## src/hdl/nqts_ram.sv

```systemverilog
// ----------------------------------------------------------------------------
// nqts_ram
// Generic single-write, single-read RAM with registered read data.
// ----------------------------------------------------------------------------
`default_nettype none

module nqts_ram #(
    parameter int WIDTH = 8,
    parameter int DEPTH = 16
) (
    input  wire logic                     clk,
    input  wire logic                     wr_en,
    input  wire logic [$clog2(DEPTH)-1:0] wr_addr,
    input  wire logic [WIDTH-1:0]         wr_data,
    input  wire logic                     rd_en,
    input  wire logic [$clog2(DEPTH)-1:0] rd_addr,
    output logic      [WIDTH-1:0]         rd_data
);

    logic [WIDTH-1:0] mem [DEPTH];

    always_ff @(posedge clk)
    begin
        if (wr_en)
        begin
            mem[wr_addr] <= wr_data;
        end
        if (rd_en)
        begin
            rd_data <= mem[rd_addr];
        end
    end

endmodule

`default_nettype wire

```

## config.mk

```make
export PLATFORM = sky130hd
export DESIGN_NAME = nqts_ram
export DESIGN_NICKNAME = d
export VERILOG_FILES = /design/src/hdl/nqts_ram.sv
export SDC_FILE = /design/constraint.sdc
export NUM_CORES = 1
export LEC_CHECK = 0
export BUFFER_PORTS_ARGS = -buffer_cell sky130_fd_sc_hd__buf_4
export CAP_MARGIN = 20
export CELL_PAD_IN_SITES_DETAIL_PLACEMENT = 0
export CELL_PAD_IN_SITES_GLOBAL_PLACEMENT = 1
export CORE_ASPECT_RATIO = 1.2
export CORE_MARGIN = 3
export CORE_UTILIZATION = 60
export CTS_BUF_LIST = sky130_fd_sc_hd__clkbuf_4 sky130_fd_sc_hd__clkbuf_8
export CTS_CLUSTER_SIZE = 14
export DETAILED_ROUTE_END_ITERATION = 10
export GPL_TIMING_DRIVEN = 1
export PLACE_DENSITY = 0.92
export SLEW_MARGIN = 20
export SYNTH_ARGS = -nofsm -noshare
export SYNTH_HDL_FRONTEND = slang
export SYNTH_SLANG_ARGS = --single-unit
```

## constraint.sdc

```tcl
create_clock -name clk -period 3.5 [get_ports clk]
set_clock_uncertainty 0.05 [all_clocks]
set_input_delay 0 -clock clk [delete_from_list [all_inputs] [get_ports clk]]
set_output_delay 0 -clock clk [all_outputs]
set_load 0.01 [all_outputs]
```

Yosys cells after proc, flatten, opt, wreduce, memory -nomap -nowiden. Memories as Yosys holds them, arrays and structs flattened. A register that Yosys moved wholly into a read port is not among the register bits. Index checks and enable logic that the tools add are counted.

Memory bits (writable): 128. Bits in registers: 0. Memories: 1.

Memories: mem (depth 16, bits a word 8, read ports 1, clocked after Yosys merged registers in 1, write ports 1, RTL line 20) `logic [WIDTH-1:0] mem [DEPTH];`.

Muxes and demuxes: 2.

Operators with widths (number): 2-to-1 mux 1 bit (2).

Longest topological paths before layout. Gate-level depths: netlist of run 1.

Depth in word-level cells: 2. Depth in mapped cells: 5. Depth with buffers taken out: 3.

Worst setup path before layout of run 1. No wires, ideal clock.

Kind: input -> register. From: input port wr_addr[2]. To: memory mem[0][0] (enable). Stages: 2. Buffers on the path: 0. Data arrival time: 1110 ps. Path slack: 1957 ps. Cells stage by stage: or3b_2 > nor3_1.

RTL lines: start: declaration (RTL line 13) `input wire logic [$clog2(DEPTH)-1:0] wr_addr,`; end: declaration (RTL line 20).

No word-level cell before the write port.

Worst setup path after layout of run 1.
From: input port wr_addr[1]. To: memory mem[0][2] (enable).

No word-level cell before the write port.

==> results of run 1 <==
-- cell type report --
cell class,count,share of cell area [%]
sequential,136,67.6
multi-input combinational,83,17.5
timing repair buffer,42,5.76
clock buffer,19,4.12
clock inverter,12,2.61
tap,114,2.36
-- layer usage --
metal	routed length, µm	track usage (%)	vias to the layer above
met2	4890	35.2	126
met1	3480	26.7	1250
met4	310	10.5	0
met3	716	6.82	25
met5	0	0	-
li1	-	-	1079
-- registers in the layout (all words and copies together), names as in the netlist --
signal / cells
mem: 128
rd_data: 8
-- report_power, final --
group	internal, mW	switching, mW	total [mW]
logic	0.0819	0.0954	0.177
registers	1.83	0.00958	1.84
clock network	0.774	0.536	1.31
-- placed cells by master, fill, tap and decap left out, types with 2 or more instances in the layout --
master / n
a22oi_1: 16
buf_4: 29
bufinv_16: 4
clkbuf_4: 2
clkbuf_8: 17
clkinv_1: 2
clkinv_2: 6
dlygate4sd3_1: 13
edfxtp_1: 136
mux4_1: 14
mux4_2: 18
nand2_1: 9
nand2b_1: 2
nand3b_1: 2
nor2_1: 13
nor3_1: 4
-- cells by family after synthesis --
| kind of cell | synth area share [%] |
|---|---|
| flip-flops | 78.1 |
| AO/OA/AOI/OAI | 2.30 |
| multiplexers | 14.8 |
| buffers and inverters | 1.65 |
| AND/OR/NAND/NOR | 3.14 |
-- final timing paths --
check	endpoint	slack, ps
worst min-delay path	mem[1][5]$_DFFE_PP_	120
worst min register to register	rd_data[4]$_DFFE_PP_	700
worst max-delay path	mem[0][2]$_DFFE_PP_	1840
worst max register to register	rd_data[5]$_DFFE_PP_	1920
-- worst max-delay path: cells and delay by family --
family / cells / cell delay [ps]
buffers and inverters: 3 / 1460
and+or+nand+nor: 1 / 260
-- per-stage QoR --
| step | hold slack, ps | std cells | setup WS, ps | power, mW | cell area, µm² |
|---|---|---|---|---|---|
| final | 122 | 406 | 1840 | 3.33 | 6040 |
| after global routing | 152 | 406 | 1770 | 3.44 | 6040 |
| after CTS | 95.3 | 406 | 1800 | 3.35 | 6040 |
| after detailed placement | 250 | 362 | 1560 | 2.05 | 5500 |
| after global placement | 252 | 362 | 1630 | 2.04 | 5500 |
| after floorplan | 48.9 | 229 | 1960 | 1.97 | 5230 |
-- what timing repair did --
item                                   CTS  global route
hold buffers                            13             0
endpoints found under the hold margin  144             0
setup endpoints to repair                0             0
==> out/results.ini, run 1 <==
[finish]
fill_cells = 493
syn2layout_area_growth_pct = 15.5
postLayoutCoreUtil_pct = 72.9
antenna_cells = 0
seq_area_um2 = 4080
fin_nets = 299
final_layout_size_suffix_gt1_share_pct = 26.4
multiInputGateArea_um2 = 1060

[synth]
syn_area_um2 = 5230
synth_area_per_cell_um2 = 22.8
synth_cell_types = 18
synthArstFlopShare_pct = 0
synth_edf_count = 136
synth-main-ff-cell = edfxtp_1
synth_top_area_share_pct = 78.1
synthTopCellsByArea = edfxtp_1 78%, mux4_2 7.8%, mux4_1 7.0%
ys_ff_latch = 136
yosys.area.top_type = edfxtp_1
syn-instance-count = 229
synth_most_common_cell = edfxtp_1
synth_common_cells = 136 x edfxtp_1, 18 x mux4_2, 16 x a22oi_1, 14 x mux4_1, 13 x nor2_1
syn_nets = 248
yosysWarningCount = 0
ys_seq_area_share_pct = 78.1

[cts]
cts_setup_buffers = 0
cts_max_level = 4
cts_tree = done
clock_latency_ps = 440
clockBufferDepth = 2
cts_resized = 0
root_buffer = clkbuf_8
cts_inserted_buffers = 17
cts.sinks = 136
cts.clk_slew.worst_paths_ps = 70

[critical_path]
crit_type = input pin to register
crit_path_frequent_cell = dlygate4sd3_1
r2r-start = mem[0][5]$_DFFE_PP_
crit_chain = dlygate4sd3_1 > buf_4 > nor3_1 > dlygate4sd3_1
startpoint = wr_addr[1]
r2r_cells = 3
crit_required_ps = 3560
worstSetupStartpointType = input pin
cpPeakStageDelay_ps = 770
crit_fanout = 7
slowest_stage = dlygate4sd3_1
crit_arrival_ps = 1720
crit_path_end_kind = register

[flow_run]
cap_violations = 0

[floorplan]
rows = 36
io_pins = 27
start_util_pct = 63.1
core-area_um2 = 8290
die_area_um2 = 9870
dieWidth_um = 91.2
die_y_um = 108

[detailed_routing]
routed_wl_um = 9390
drt_iter0_markers = 279
wire_per_inst_um = 23.1
ant_nets = 0
first_pass_iters = 5
vias = 2480
drc = 0
viasPerCell = 6.11

[min_path]
holdPathStages = 3
holdCritPathClass = input pin to register
worstHoldStart = wr_addr[3]

[placement]
io_buffers = 26
place_hpwl_um = 5680
gp_congestion = 0.755

[timing]
period_share_pct = 47.4
hold_viol_final = 0
worstMarginPinSlew_ps = 939
rsz0062_at_grt = false
slew_headroom_pct = 37.2
slew_violations = 0
finalSetupViolCount = 0
setup_tns_ps = 0
fmax_mhz = 602
min_period_ps = 1660

[grt]
grt_pass1_vias = 2619
grt_use_total_pct = 21.6
grt-ovfl-total = 0
grt_max_degree = 33
grt_pass1_wl_um = 14700
antenna_found_initial = 0

[power]
ir_drop_mv = 0.331
power_density_nw_per_um2 = 552
power.leakage_nw = 2.02

[run_status]
status = completed

Note: power is estimated with default switching activity, not from simulation.
==> inputs of run 2 (changes only) <==
--- a/config.mk
+++ b/config.mk
@@ -11,12 +11,12 @@
 export CELL_PAD_IN_SITES_GLOBAL_PLACEMENT = 1
 export CORE_ASPECT_RATIO = 1.2
 export CORE_MARGIN = 3
-export CORE_UTILIZATION = 60
+export CORE_UTILIZATION = 50
 export CTS_BUF_LIST = sky130_fd_sc_hd__clkbuf_4 sky130_fd_sc_hd__clkbuf_8
 export CTS_CLUSTER_SIZE = 14
 export DETAILED_ROUTE_END_ITERATION = 10
 export GPL_TIMING_DRIVEN = 1
-export PLACE_DENSITY = 0.92
+export PLACE_DENSITY = 0.82
 export SLEW_MARGIN = 20
 export SYNTH_ARGS = -nofsm -noshare
 export SYNTH_HDL_FRONTEND = slang
==> constraint.sdc (replaced) <==
create_clock -name clk -period 1.4 [get_ports clk]
set_clock_uncertainty 0.05 [all_clocks]
set_input_delay 0 -clock clk [delete_from_list [all_inputs] [get_ports clk]]
set_output_delay 0 -clock clk [all_outputs]
set_load 0.01 [all_outputs]
==> run 2 against run 1 <==
Effect of this change:
- largest power group unchanged
- the flow now finishes with violations (setup timing)
- wire length up 6.8%
- via count up 1.9%
- combinational power rose to 2.8 times the previous value
- clock power up 130%
- clock-buffer cell count unchanged
- first-iteration DRC count up 16%
- worst setup slack worse by 1900 ps
- die area up 19%
- sequential cell count unchanged
- critical endpoint is now rd_data[6]$_DFFE_PP_
- critical path depth down 1
==> out/results.ini, run 2 (same netlist as run 1, synthesis figures left out) <==
[finish]
instances_no_fill = 432
antenna_cells = 0
layout_common_cells = 136 x edfxtp_1, 42 x buf_4, 29 x mux4_2
layout_commonest_cell = edfxtp_1
syn2layout_area_growth_pct = 18.0
largest_reg_flops = 128
reg_top3 = mem: 128 flops, rd_data: 8 flops
fin_nets = 312
regMostFlops = mem
fill_cells = 717
postLayoutCoreUtil_pct = 61.0
final_layout_size_suffix_gt1_share_pct = 35.9

[critical_path]
crit_type = register to register
crit_path_end_kind = register
crit_required_ps = 1530
crit_arrival_ps = 1590
crit_fanout = 1
worstSetupStartpointType = register
r2r-start = mem[3][6]$_DFFE_PP_
startpoint = mem[3][6]$_DFFE_PP_

[floorplan]
die_area_um2 = 11700
die_y_um = 118
dieWidth_um = 99.3
io_pins = 27
start_util_pct = 51.7
core-area_um2 = 10100
rows = 40

[cts]
cts_tree = done
cts.sinks = 136
cts_setup_buffers = 0
cts_max_level = 4
root_buffer = clkbuf_8
cts.clk_slew.worst_paths_ps = 70
cts_inserted_buffers = 17
clock_latency_ps = 430
clockBufferDepth = 2

[min_path]
holdCritPathClass = input pin to register
worstHoldStart = wr_addr[1]

[placement]
place_hpwl_um = 6190
placed_cells = 391
io_buffers = 26
gp_congestion = 0.745

[detailed_routing]
ant_nets = 0
drc = 0
drt_iter0_markers = 324
viasPerCell = 5.85
first_pass_iters = 5
highest_layer = met4
wl_met2_um = 5140
routed_wl_um = 10000
wl_met1_um = 4080
wire_per_inst_um = 23.2
vias = 2526
route.met3.wl_um = 583

[power]
ir_drop_mv = 0.673
power_density_nw_per_um2 = 1320
power.leakage_nw = 2.05

[grt]
grt_pass1_wl_um = 15400
grt_max_degree = 18
grt_use_total_pct = 18.7
grt_pass1_vias = 2597
antenna_found_initial = 0
grt-ovfl-total = 0

[timing]
finalSetupViolCount = 7
worstMarginPinSlew_ps = 933
setup_slack_ps = -61.5
slew_headroom_pct = 37.7
min_period_ps = 1460
hold_viol_final = 0
rsz0062_at_grt = true
fmax_mhz = 684
slew_violations = 0
period_share_pct = 104

[flow_run]
cap_violations = 0

[run_status]
status = finished, violations left
violations = setup timing

==> run 2: area by class of cell <==
cell class	count	area, µm²	share of cell area, %
Tap cell	126	158	2.56
Multi-Input combinational cell	83	1060	17.1
Clock buffer	19	249	4.04
Sequential cell	136	4080	66.2
Timing Repair Buffer	55	485	7.87
Clock inverter	13	135	2.19
==> run 2: what timing repair did <==
item	CTS	global route
pin swaps	3	5
setup endpoints to repair	8	8
endpoints found under the hold margin	136	0
gates resized for setup	13	5
hold buffers	9	0
==> run 2: power breakdown <==
part           internal, mW  switching, mW  total, mW
clock                  1.75           1.31       3.06
sequential             4.59         0.0258       4.61
combinational         0.240          0.254      0.495
==> run 2: final timing paths <==
path | endpoint | slack [ps] | depth (start not counted)
worst max-delay path | rd_data[6]$_DFFE_PP_ | -60 | 3
worst min-delay path | mem[0][7]$_DFFE_PP_ | 40 | 3
worst max register to register | rd_data[6]$_DFFE_PP_ | -60 | 3
worst min register to register | rd_data[4]$_DFFE_PP_ | 700 | 3
==> run 2: routing by layer <==
metal	vias to the layer above	global-route usage, %
li1	1097	-
met1	1309	25.4
met2	105	29.2
met5	-	0
met3	15	5.10
met4	0	7.00
==> run 2: critical path, cell delays in order (launching register included) <==
cell      delay (ps)
edfxtp_1         380
mux4_2           490
a22oi_2          220
nand2_1           80
==> run 2: metrics by stage <==
step	TNS [ps]	setup WS (ps)	power, mW	hold slack [ps]	instance area, µm²
2_1_floorplan	0	38.6	4.93	48.9	5230
3_5_place_dp	-541	-108	5.16	253	5700
3_3_place_gp	-440	-84.2	5.14	244	5700
6_report	-173	-61.5	8.17	41.9	6170
5_1_grt	-551	-90.5	8.45	29.8	6170
4_1_cts	-274	-59.3	8.24	10.7	6150
